## src/rtl/stnsg_pkg.sv

```systemverilog
// Package for the square tone and noise sound generator: constants and attenuation table.
`default_nettype none
package stnsg_pkg;

    localparam int NumTones     = 3;
    localparam int PeriodWidth  = 10;
    localparam int AttenWidth   = 4;
    localparam int LevelWidth   = 13;
    localparam int SampleWidth  = 16;
    localparam int ShifterWidth = 16;
    localparam int ByteWidth    = 8;

    localparam logic [1:0] NoiseChannel = 2'd3;

    localparam logic [AttenWidth-1:0]   AttenSilent  = 4'hF;
    localparam logic [ShifterWidth-1:0] ShifterSeed  = 16'hFFFF;

    // noise rate codes
    localparam logic [1:0] RateFast = 2'd0;
    localparam logic [1:0] RateMid  = 2'd1;
    localparam logic [1:0] RateSlow = 2'd2;
    localparam logic [1:0] RateTone = 2'd3;

    localparam logic [PeriodWidth-1:0] ReloadFast = 10'h010;
    localparam logic [PeriodWidth-1:0] ReloadMid  = 10'h020;
    localparam logic [PeriodWidth-1:0] ReloadSlow = 10'h040;

    // beat kinds carried on tuser
    localparam logic CmdWrite = 1'b0;
    localparam logic CmdTick  = 1'b1;

    // 2 dB steps, full scale 8191, last code silent
    function automatic logic [LevelWidth-1:0] atten_level(input logic [AttenWidth-1:0] a);
        logic [LevelWidth-1:0] v;
        case (a)
            4'd0:    v = 13'd8191;
            4'd1:    v = 13'd6506;
            4'd2:    v = 13'd5168;
            4'd3:    v = 13'd4105;
            4'd4:    v = 13'd3260;
            4'd5:    v = 13'd2590;
            4'd6:    v = 13'd2057;
            4'd7:    v = 13'd1634;
            4'd8:    v = 13'd1298;
            4'd9:    v = 13'd1031;
            4'd10:   v = 13'd819;
            4'd11:   v = 13'd650;
            4'd12:   v = 13'd516;
            4'd13:   v = 13'd410;
            4'd14:   v = 13'd326;
            default: v = 13'd0;
        endcase
        return v;
    endfunction

    function automatic logic signed [SampleWidth-1:0] signed_level(
        input logic [AttenWidth-1:0] a,
        input logic                  bit_val
    );
        logic [SampleWidth-1:0] mag;
        mag = {{(SampleWidth-LevelWidth){1'b0}}, atten_level(a)};
        return bit_val ? -$signed(mag) : $signed(mag);
    endfunction

endpackage
`default_nettype wire

```

## src/rtl/square_tone_noise_sound_generator.sv

```systemverilog
// Top level of the square tone and noise sound generator.
// A tick beat passes through the input register, then its sample is held in the output register on m_axis.
// Throughput: one beat per cycle, write or tick, under no backpressure.
// Write beats produce no output beat; the input register stalls only when a tick
// meets a full, stalled output register.
// Reset (synchronous, aresetn low) silences all channels, zeroes periods and counts
// and loads the noise shifter with all ones.
`default_nettype none
module square_tone_noise_sound_generator (
    input  wire logic                                   aclk,
    input  wire logic                                   aresetn,
    input  wire logic                                   s_axis_tvalid,
    output      logic                                   s_axis_tready,
    input  wire logic [stnsg_pkg::ByteWidth-1:0]        s_axis_tdata,  // [7:0] cmd_byte
    input  wire logic                                   s_axis_tuser,  // [0] cmd
    output      logic                                   m_axis_tvalid,
    input  wire logic                                   m_axis_tready,
    output      logic [stnsg_pkg::SampleWidth-1:0]      m_axis_tdata   // [15:0] sample
);
    import stnsg_pkg::*;

    // input register
    logic                 in_valid_reg;
    logic                 in_cmd_reg;
    logic [ByteWidth-1:0] in_byte_reg;

    // channel state
    logic [PeriodWidth-1:0]  tone_period_reg [NumTones];
    logic [PeriodWidth-1:0]  tone_count_reg  [NumTones];
    logic [NumTones-1:0]     tone_phase_reg;
    logic [AttenWidth-1:0]   tone_atten_reg  [NumTones];
    logic [PeriodWidth-1:0]  noise_count_reg;
    logic [AttenWidth-1:0]   noise_atten_reg;
    logic [1:0]              noise_rate_sel_reg;
    logic                    noise_half_phase_reg;
    logic                    noise_level_bit_reg;
    logic [ShifterWidth-1:0] noise_shifter_reg;
    logic [1:0]              latched_channel_reg;
    logic                    latched_is_volume_reg;

    logic [PeriodWidth-1:0]  tone_period_next [NumTones];
    logic [PeriodWidth-1:0]  tone_count_next  [NumTones];
    logic [NumTones-1:0]     tone_phase_next;
    logic [AttenWidth-1:0]   tone_atten_next  [NumTones];
    logic [PeriodWidth-1:0]  noise_count_next;
    logic [AttenWidth-1:0]   noise_atten_next;
    logic [1:0]              noise_rate_sel_next;
    logic                    noise_half_phase_next;
    logic                    noise_level_bit_next;
    logic [ShifterWidth-1:0] noise_shifter_next;
    logic [1:0]              latched_channel_next;
    logic                    latched_is_volume_next;

    // output register
    logic                   out_valid_reg;
    logic [SampleWidth-1:0] out_sample_reg;
    logic [SampleWidth-1:0] out_sample_next;

    logic out_free;
    logic advance;
    logic is_tick;

    assign is_tick       = (in_cmd_reg == CmdTick);
    assign out_free      = !out_valid_reg || m_axis_tready;
    assign advance       = in_valid_reg && (!is_tick || out_free);
    assign s_axis_tready = !in_valid_reg || advance;
    assign m_axis_tvalid = out_valid_reg;
    assign m_axis_tdata  = out_sample_reg;

    // command decode and tick update
    always_comb begin
        logic                      latch;
        logic [1:0]                ch;
        logic                      vol;
        logic signed [SampleWidth-1:0] sum;

        tone_period_next       = tone_period_reg;
        tone_count_next        = tone_count_reg;
        tone_phase_next        = tone_phase_reg;
        tone_atten_next        = tone_atten_reg;
        noise_count_next       = noise_count_reg;
        noise_atten_next       = noise_atten_reg;
        noise_rate_sel_next    = noise_rate_sel_reg;
        noise_half_phase_next  = noise_half_phase_reg;
        noise_level_bit_next   = noise_level_bit_reg;
        noise_shifter_next     = noise_shifter_reg;
        latched_channel_next   = latched_channel_reg;
        latched_is_volume_next = latched_is_volume_reg;
        sum                    = '0;

        latch = in_byte_reg[7];
        ch    = latch ? in_byte_reg[6:5] : latched_channel_reg;
        vol   = latch ? in_byte_reg[4]   : latched_is_volume_reg;

        if (!is_tick) begin
            latched_channel_next   = ch;
            latched_is_volume_next = vol;
            if (ch == NoiseChannel) begin
                if (vol) begin
                    noise_atten_next = in_byte_reg[3:0];
                end else begin
                    noise_rate_sel_next = in_byte_reg[1:0];
                end
            end else begin
                for (int i = 0; i < NumTones; i++) begin
                    if (ch == 2'(i)) begin
                        if (vol) begin
                            tone_atten_next[i] = in_byte_reg[3:0];
                        end else if (latch) begin
                            tone_period_next[i][3:0] = in_byte_reg[3:0];
                        end else begin
                            tone_period_next[i][9:4] = in_byte_reg[5:0];
                        end
                    end
                end
            end
        end else begin
            for (int i = 0; i < NumTones; i++) begin
                if (tone_count_reg[i] == '0) begin
                    tone_count_next[i] = tone_period_reg[i];
                    tone_phase_next[i] = !tone_phase_reg[i];
                end else begin
                    tone_count_next[i] = tone_count_reg[i] - 1'b1;
                end
                sum = sum + signed_level(tone_atten_reg[i], tone_phase_next[i]);
            end
            if (noise_count_reg == '0) begin
                case (noise_rate_sel_reg)
                    RateFast: noise_count_next = ReloadFast;
                    RateMid:  noise_count_next = ReloadMid;
                    RateSlow: noise_count_next = ReloadSlow;
                    RateTone: noise_count_next = tone_period_reg[NumTones-1];
                    default:  noise_count_next = ReloadFast;
                endcase
                noise_half_phase_next = !noise_half_phase_reg;
                if (noise_half_phase_next) begin
                    noise_level_bit_next = noise_shifter_reg[15];
                    noise_shifter_next   = {noise_shifter_reg[14:0],
                                            noise_shifter_reg[15] ^ noise_shifter_reg[12]};
                end
            end else begin
                noise_count_next = noise_count_reg - 1'b1;
            end
            sum = sum + signed_level(noise_atten_reg, noise_level_bit_next);
        end
        out_sample_next = sum;
    end

    always_ff @(posedge aclk) begin
        if (!aresetn) begin
            in_valid_reg          <= 1'b0;
            out_valid_reg         <= 1'b0;
            for (int i = 0; i < NumTones; i++) begin
                tone_period_reg[i] <= '0;
                tone_count_reg[i]  <= '0;
                tone_atten_reg[i]  <= AttenSilent;
            end
            tone_phase_reg        <= '0;
            noise_count_reg       <= '0;
            noise_atten_reg       <= AttenSilent;
            noise_rate_sel_reg    <= RateFast;
            noise_half_phase_reg  <= 1'b0;
            noise_level_bit_reg   <= 1'b0;
            noise_shifter_reg     <= ShifterSeed;
            latched_channel_reg   <= '0;
            latched_is_volume_reg <= 1'b0;
        end else begin
            if (s_axis_tready) begin
                in_valid_reg <= s_axis_tvalid;
            end
            if (advance) begin
                tone_period_reg       <= tone_period_next;
                tone_count_reg        <= tone_count_next;
                tone_phase_reg        <= tone_phase_next;
                tone_atten_reg        <= tone_atten_next;
                noise_count_reg       <= noise_count_next;
                noise_atten_reg       <= noise_atten_next;
                noise_rate_sel_reg    <= noise_rate_sel_next;
                noise_half_phase_reg  <= noise_half_phase_next;
                noise_level_bit_reg   <= noise_level_bit_next;
                noise_shifter_reg     <= noise_shifter_next;
                latched_channel_reg   <= latched_channel_next;
                latched_is_volume_reg <= latched_is_volume_next;
            end
            if (advance && is_tick) begin
                out_valid_reg <= 1'b1;
            end else if (m_axis_tready) begin
                out_valid_reg <= 1'b0;
            end
        end
    end

    // payload registers
    always_ff @(posedge aclk) begin
        if (s_axis_tready && s_axis_tvalid) begin
            in_cmd_reg  <= s_axis_tuser;
            in_byte_reg <= s_axis_tdata;
        end
        if (advance && is_tick) begin
            out_sample_reg <= out_sample_next;
        end
    end

    // a tick beat always lands in the output register
    assert property (@(posedge aclk) disable iff (!aresetn)
        advance && is_tick |=> m_axis_tvalid)
        else $error("tick beat produced no sample");

    // a write beat never raises the output valid
    assert property (@(posedge aclk) disable iff (!aresetn)
        advance && !is_tick |=> !$rose(m_axis_tvalid))
        else $error("write beat produced a sample");

    // the noise shifter cannot lock up at zero
    assert property (@(posedge aclk) disable iff (!aresetn)
        noise_shifter_reg != '0)
        else $error("noise shifter reached zero");

    // a tick never waits while the output slot is free
    assert property (@(posedge aclk) disable iff (!aresetn)
        in_valid_reg && out_free |-> advance)
        else $error("input stage stalled with free output");

endmodule
`default_nettype wire
```

## config.mk

```make
export PLATFORM = sky130hd
export DESIGN_NAME = square_tone_noise_sound_generator
export DESIGN_NICKNAME = d
export VERILOG_FILES = /design/src/rtl/stnsg_pkg.sv /design/src/rtl/square_tone_noise_sound_generator.sv
export SDC_FILE = /design/constraint.sdc
export NUM_CORES = 1
export LEC_CHECK = 0
export ABC_CLOCK_PERIOD_IN_PS = 9500
export BUFFER_PORTS_ARGS = -buffer_cell sky130_fd_sc_hd__buf_2
export CAP_MARGIN = 20
export CORE_ASPECT_RATIO = 1.25
export CORE_MARGIN = 2
export CORE_UTILIZATION = 25
export DETAILED_ROUTE_END_ITERATION = 8
export PLACE_DENSITY = 0.49
export SKIP_CTS_REPAIR_TIMING = 1
export SLEW_MARGIN = 30
export SYNTH_ARGS = -nofsm -noshare
export SYNTH_HDL_FRONTEND = slang
export SYNTH_SLANG_ARGS = --single-unit
export TNS_END_PERCENT = 100
```

## constraint.sdc

```tcl
create_clock -name aclk -period 9.5 [get_ports aclk]
set_clock_uncertainty 0.15 [all_clocks]
set_input_delay 0.95 -clock aclk [delete_from_list [all_inputs] [get_ports aclk]]
set_output_delay 0.95 -clock aclk [all_outputs]
set_load 0.01 [all_outputs]
```

==> results of run 1 <==
## logic make-up after synthesis
kind of cell | synth area share [%]
adder cells (fa/ha/maj) | 11.02
flip-flops | 37.38
AND/OR/NAND/NOR | 18.16
AO/OA/AOI/OAI | 15.28
multiplexers | 7.359
buffers and inverters | 5.281
XOR/XNOR | 5.522
## power groups by stage
stage                     combinational [mW]  clock [mW]  sequential, mW
after floorplan                        0.289           0           0.880
after global placement                 0.368           0           0.890
after detailed placement               0.371           0           0.891
after CTS                              0.373       0.753           0.872
after global routing                   0.422       0.787           0.876
final                                  0.369       0.728           0.872
## critical path, cell delays in order, from the launching register on
cell and delay [ns]:
dfxtp_1 0.35, inv_1 0.08, ha_1 0.21, or3b_2 0.52
nand4bb_1 0.49, xnor2_1 0.91, a21oi_1 0.21, fa_1 0.46
fa_1 0.59, inv_1 0.06, ha_1 0.29, a21o_1 0.16
a21o_1 0.21, a2111oi_0 0.67, o311ai_0 0.34, o21ai_0 0.29
a21o_1 0.15, a21oi_1 0.05
## metal layers
layer / GRT usage [%] / vias up / routed length (microns)
li1: - / 4336 / -
met1: 14.72 / 3947 / 11910
met2: 19.66 / 129 / 12400
met3: 1.949 / 32 / 684
met4: 4.980 / 0 / 789
met5: 0 / - / 0
## Yosys cell counts, drive strengths merged, types with 3 or more instances
| library cell | instances | area share [%] |
|---|---|---|
| nand2 | 114 | 4.0 |
| o31ai | 10 | 0.69 |
| dfxtp | 166 | 30 |
| a211o | 5 | 0.40 |
| mux2i | 61 | 5.6 |
| a21oi | 92 | 4.2 |
| o211ai | 4 | 0.28 |
| buf | 8 | 0.39 |
| o21a | 4 | 0.28 |
| nor2 | 145 | 5.0 |
| o221a | 4 | 0.41 |
| a21o | 6 | 0.41 |
| or3b | 5 | 0.42 |
| inv | 100 | 3.4 |
| nand3 | 38 | 1.7 |
| ha | 48 | 5.5 |
| a22oi | 8 | 0.55 |
| xor2 | 22 | 1.8 |
| nor2b | 7 | 0.40 |
| or3 | 15 | 0.91 |
| o22ai | 17 | 0.98 |
| xnor2 | 45 | 3.8 |
| nor3 | 31 | 1.5 |
| a211oi | 14 | 1.1 |
| fa | 30 | 5.5 |
| nor4b | 3 | 0.24 |
| a311oi | 6 | 0.48 |
| clkbuf | 42 | 1.4 |
| and2 | 3 | 0.17 |
| o211a | 3 | 0.28 |
| o41ai | 3 | 0.24 |
| a221oi | 4 | 0.32 |
| o21ai | 56 | 2.6 |
| mux4 | 4 | 0.83 |
| nand2b | 8 | 0.46 |
| or4 | 13 | 0.93 |
| edfxtp | 25 | 6.9 |
| mux2 | 9 | 0.93 |
| a22o | 4 | 0.32 |
| nor4 | 15 | 1.1 |
| nand3b | 4 | 0.28 |
| o31a | 3 | 0.24 |
| a31oi | 13 | 0.75 |
## per-stage QoR
step / hold WS, ns / instances / worst slack [ns] / util [%] / power, mW
finish: 0.3103 / 1820 / 3.044 / 28.34 / 1.969
global route: 0.3409 / 1820 / 2.532 / 28.34 / 2.085
CTS: 0.3157 / 1820 / 3.005 / 28.31 / 1.998
global placement: 0.2949 / 1789 / 3.159 / 26.93 / 1.259
detailed placement: 0.3047 / 1789 / 3.044 / 26.94 / 1.262
floorplan: 0.2857 / 1238 / 3.996 / - / 1.169
## final cells by class
cell class,instances,share of cell area [%]
inverters,100,3.096
flip-flops and latches,191,33.38
clock buffers,21,4.029
well taps,565,5.792
multi-input cells,897,51.31
repair buffers,36,1.599
clock inverters,10,0.7996
## worst paths after layout
check | startpoint | to | slack, ns | depth (start not counted)
setup / recovery | tone_count_reg[10] | m_axis_tdata[14] | 3.04 | 17
hold / removal | noise_level_bit_reg | noise_level_bit_reg | 0.31 | 2
setup reg to reg | tone_count_reg[10] | m_axis_tdata[14] | 3.04 | 17
hold reg to reg | noise_level_bit_reg | noise_level_bit_reg | 0.31 | 2
==> summary.md, run 1 <==
| Metric | Value |
|---|---|
| Fin. Hold Viols | `0` |
| Gate count after technology mapping | `1,238` |
| Register area share after synthesis | `37.38%` |
| Die Area | `45,290 sq um` |
| Routed len/inst | `14.17 microns` |
| Fmax | `~150 MHz` |
| Num CTS Buffers | `17` |
| Most common cell after layout, fill and taps aside | `dfxtp_1` |
| Commonest non-fill, non-tap cells in the layout | `166 x dfxtp_1, 145 x nor2_1, 110 x nand2_1, 98 x inv_1, 92 x a21oi_1` |
| Drt first pass iters | `5` |
| Die width | `about 190 microns` |
| Port Buf Inserts | `30` |
| Combinational share of power | `18.8%` |
| Initial Util | `25.30%` |
| Antenna viol nets, final | `0` |
| Boundary Pins | `31` |
| Nets | `approximately 1,300` |
| # rows | `between 80 and 90` |
| CTS tree | `yes` |
| Antenna violations before repair | `0` |
| Post-synth EDFFs | `25` |
| Fin crit share | `67.96%` |
| Crit Path Max Fanout | `12` |
| Largest net degree at the start of global routing | `82` |
| Crit start category | `register` |
| Worst-Margin Slew | `0.9645 ns` |
| Worst vdd rail ir drop | `between 0.0001 and 0.00015 V` |
| Gr usage total | `11.71%` |
| Clock sinks | `between 150 and 200` |
| Minimum clock period | `6.456 ns` |
| P_sw | `0.5910 mW` |
| Vias per cell | `approximately 4.6` |
| Overflow after GRT | `0` |
| Avg Cell Area, Syn | `8.804 sq um` |
| #FFs+latches synth | `191` |
| Pins Over Slew Limit | `0` |
| Final instance area | `12,210 sq um` |
| Unrepaired setup endpoints after global routing | `no` |
| Setup TNS | `0 ns` |
| # fillers | `4,636` |
| Hold Path Class | `reg2reg` |
| Power per cell area | `161.3 nW/um^2` |
| Clk buf depth | `2` |
| Layout cells sized above 1 | `9.084%` |
| Vias in the first global route | `7,999` |
| Dpl hpwl | `around 19 mm` |
| Drt total wl | `25.79 mm` |
| Switching share of total power | `30.01%` |
| Clk pwr share | `36.9%` |
| Dpl cell area | `between 10,000 and 15,000 sq um` |
| Root Driver | `clkbuf_16` |
| Sequential share of power | `44.3%` |
| DR DRC count | `0` |
| Crit path DAT | `6.49 ns` |
| Pleak | `slightly below 5 nW` |
| Relative slew margins | `35.16%` |
| Layout area overhead | `11.99%` |
| 1st-iter DRT viols | `419` |
| Sequential Area | `a little over 4000 sq um` |
| First-pass GRT wire length | `42.21 mm` |
| Crit end category | `register` |
| Int Pwr | `roughly 1.4 mW` |
| Synthesized area | `10,900 sq um` |
| Crit Path Class | `reg2reg` |
| H-tree depth | `4` |
| Placer Congestion | `roughly 0.83` |
| Maxcap violations | `0` |
| Most used DFF post-synth | `dfxtp_1` |
| Yosys Warn Count | `0` |
| Die height | `237.4 microns` |
| Synth async-reset ratio | `0%` |
| Clk Latency, worst-skew pair | `0.45 ns` |
| Vias | `8,444` |
| Run status | `finished, final reports clean` |
| Clk slew on worst S/H paths | `0.07 ns` |
| Net Count, Synth | `1,329` |
| Multi-input logic area | `6262 sq um` |
| Core Footprint | `43,070 sq um` |
| Setup violators final | `0` |
| N_diodes | `0` |
| Crit path required time | `9.53 ns` |
| Synth unique cells | `70` |
Power figures use the tool's default switching activity.
==> inputs of run 2 (changes only) <==
- ABC_CLOCK_PERIOD_IN_PS: 9500 -> 6300
- clock period: 9.5 -> 6.3 ns (I/O delays scaled with it)
==> run 2 against run 1 <==
Final cell count up 0.33%. Worst setup slack worse by 2.6 ns. Power up 53%. Utilization up 0.15 points. Non-clock buffer count up 5. Global-route usage up 0.35 points. Clock power up 52%. Largest power group unchanged.
==> summary.md, run 2 (synthesized netlist as in run 1, its figures left out) <==
| Metric | Value |
|---|---|
| Fmax | `169.9 MHz` |
| Setup TNS | `0 ns` |
| Dpl ws | `0.2525 ns` |
| Root Driver | `clkbuf_16` |
| Maxcap violations | `0` |
| Die Area | `45,290 sq um` |
| # fillers | `about 4,500` |
| Core Footprint | `between 40,000 and 50,000 sq um` |
| Crit start category | `register` |
| Most common cell after layout, fill and taps aside | `dfxtp_1` |
| Hold Crit Start | `s_axis_tdata[3]` |
| CTS tree | `yes` |
| Crit end category | `register` |
| Placer Congestion | `between 0.8 and 0.9` |
| Final instance area | `approximately 12,000 sq um` |
| R2r startpoint | `tone_count_reg[20]` |
| Power per cell area | `roughly 240 nW/um^2` |
| Clock sinks | `approximately 190` |
| Hold Path Class | `in2reg` |
| Clk slew on worst S/H paths | `0.07 ns` |
| Layout cells sized above 1 | `9.516%` |
| Pleak | `4.983 nW` |
| Cell depth of the worst flop-to-flop path | `17` |
| Initial Util | `25.30%` |
| Unrepaired setup endpoints after global routing | `no` |
| Boundary Pins | `31` |
| Layout area overhead | `12.58%` |
| 1st-iter DRT viols | `471` |
| Die width | `190.8 microns` |
| N_diodes | `0` |
| First-pass GRT wire length | `roughly 43 mm` |
| H-tree depth | `4` |
| Worst-Margin Slew | `between 0.9 and 1 ns` |
| Worst r2r dst | `m_axis_tdata[15]` |
| # rows | `85` |
| Relative slew margins | `37.36%` |
| Clk buf depth | `2` |
| Crit path required time | `around 6.3 ns` |
| Num CTS Buffers | `17` |
| Pins Over Slew Limit | `0` |
| Port Buf Inserts | `30` |
| Commonest non-fill, non-tap cells in the layout | `166 x dfxtp_1, 145 x nor2_1, 110 x nand2_1, 98 x inv_1, 92 x a21oi_1` |
| Routed len/inst | `14.46 microns` |
| Die height | `about 240 microns` |
| Worst vdd rail ir drop | `approximately 0.00019 V` |
| Minimum clock period | `around 6 ns` |
| Run status | `finished, final reports clean` |
| Vias per cell | `4.640` |
| Util after Layout | `28.49%` |
| Dpl hpwl | `between 15 and 20 mm` |
| Drt first pass iters | `5` |
| Crit path DAT | `5.93 ns` |
| Largest net degree at the start of global routing | `between 80 and 90` |
| R2R Setup Slk | `0.41 ns` |
| Fin worst setup slack | `0.4132 ns` |
| Overflow after GRT | `0` |
| Crit Path Class | `reg2reg` |
| Setup violators final | `0` |
| Antenna viol nets, final | `0` |
| Drt total wl | `roughly 26 mm` |
| Antenna violations before repair | `0` |
| Hold EP | `in_byte_reg[3]` |
| Nets | `1,339` |
| Gr usage total | `around 12%` |
| Hold path cells | `1` |
| Fin crit share | `93.44%` |
| Crit Path Max Fanout | `10` |
| Vias in the first global route | `approximately 8,000` |
| Dpl cell area | `11,650 sq um` |
| Vias | `around 8,500` |
| DR DRC count | `0` |
| Clk Latency, worst-skew pair | `approximately 0.46 ns` |
| Fin. Hold Viols | `0` |
-- run 2: cell types whose count changed in the layout (fill, tap and decap cells not counted), sizes merged --
cell / delta
buf: +5
clkbuf: -1
clkinv: -2
clkinvlp: +1
inv: +3
-- run 2: power by group --
part	internal, mW	switching, mW
sequential	1.27	0.0430
combinational	0.215	0.361
clock	0.600	0.514
total	2.09	0.917
-- run 2: worst max-delay path, stage by stage (launching register included) --
cell and delay [ns]:
dfxtp_1 0.33, inv_1 0.09, ha_1 0.19, or4b_1 0.64, or3_1 0.48, xnor2_2 0.43
o31ai_1 0.18, xnor2_1 0.18, fa_1 0.51, fa_1 0.49, ha_1 0.34, nor2b_1 0.17
o31a_1 0.28, o41ai_1 0.56, nor4_1 0.14, o22ai_1 0.20, o21ai_0 0.10, nor3b_2 0.16
-- run 2: layout make-up --
cell class                 instances  area [sq um]  area share [%]
multi-input combinational        897          6280           51.18
clock inverter                    12         121.4          0.9891
clock buffer                      20         478.0           3.895
inverter                         100         377.9           3.079
timing repair buffer              41         232.7           1.897
sequential                       191          4074           33.20
tap                              565         706.9           5.761
-- run 2: worst max-delay path by stage --
stage	startpoint	end	slack, ns	cells past startpoint
finish	tone_count_reg[20]	m_axis_tdata[15]	0.41	17
global route	tone_count_reg[0]	m_axis_tdata[15]	0.02	21
CTS	tone_count_reg[10]	m_axis_tdata[14]	0.22	20
detailed placement	tone_count_reg[10]	m_axis_tdata[14]	0.25	20
global placement	tone_count_reg[10]	m_axis_tdata[14]	0.34	20
floorplan	tone_count_reg[10]	m_axis_tdata[14]	0.80	19
-- run 2: stage by stage --
stage               total power, mW  cells  hold slack [ns]
CTS                           3.047   1826           0.1774
detailed placement            1.922   1794           0.3034
global route                  3.167   1826           0.1773
floorplan                     1.763   1238           0.2857
global placement              1.917   1794           0.2927
finish                        3.005   1826           0.1923
-- run 2: per-layer routing --
layer / vias to the layer above / share of wire (%) / GRT usage [%]
met2: 120 / 48 / 20.16
met4: 0 / 2.3 / 4.722
li1: 4333 / - / -
met3: 33 / 2.4 / 1.934
met5: - / 0 / 0
met1: 3987 / 47 / 15.44
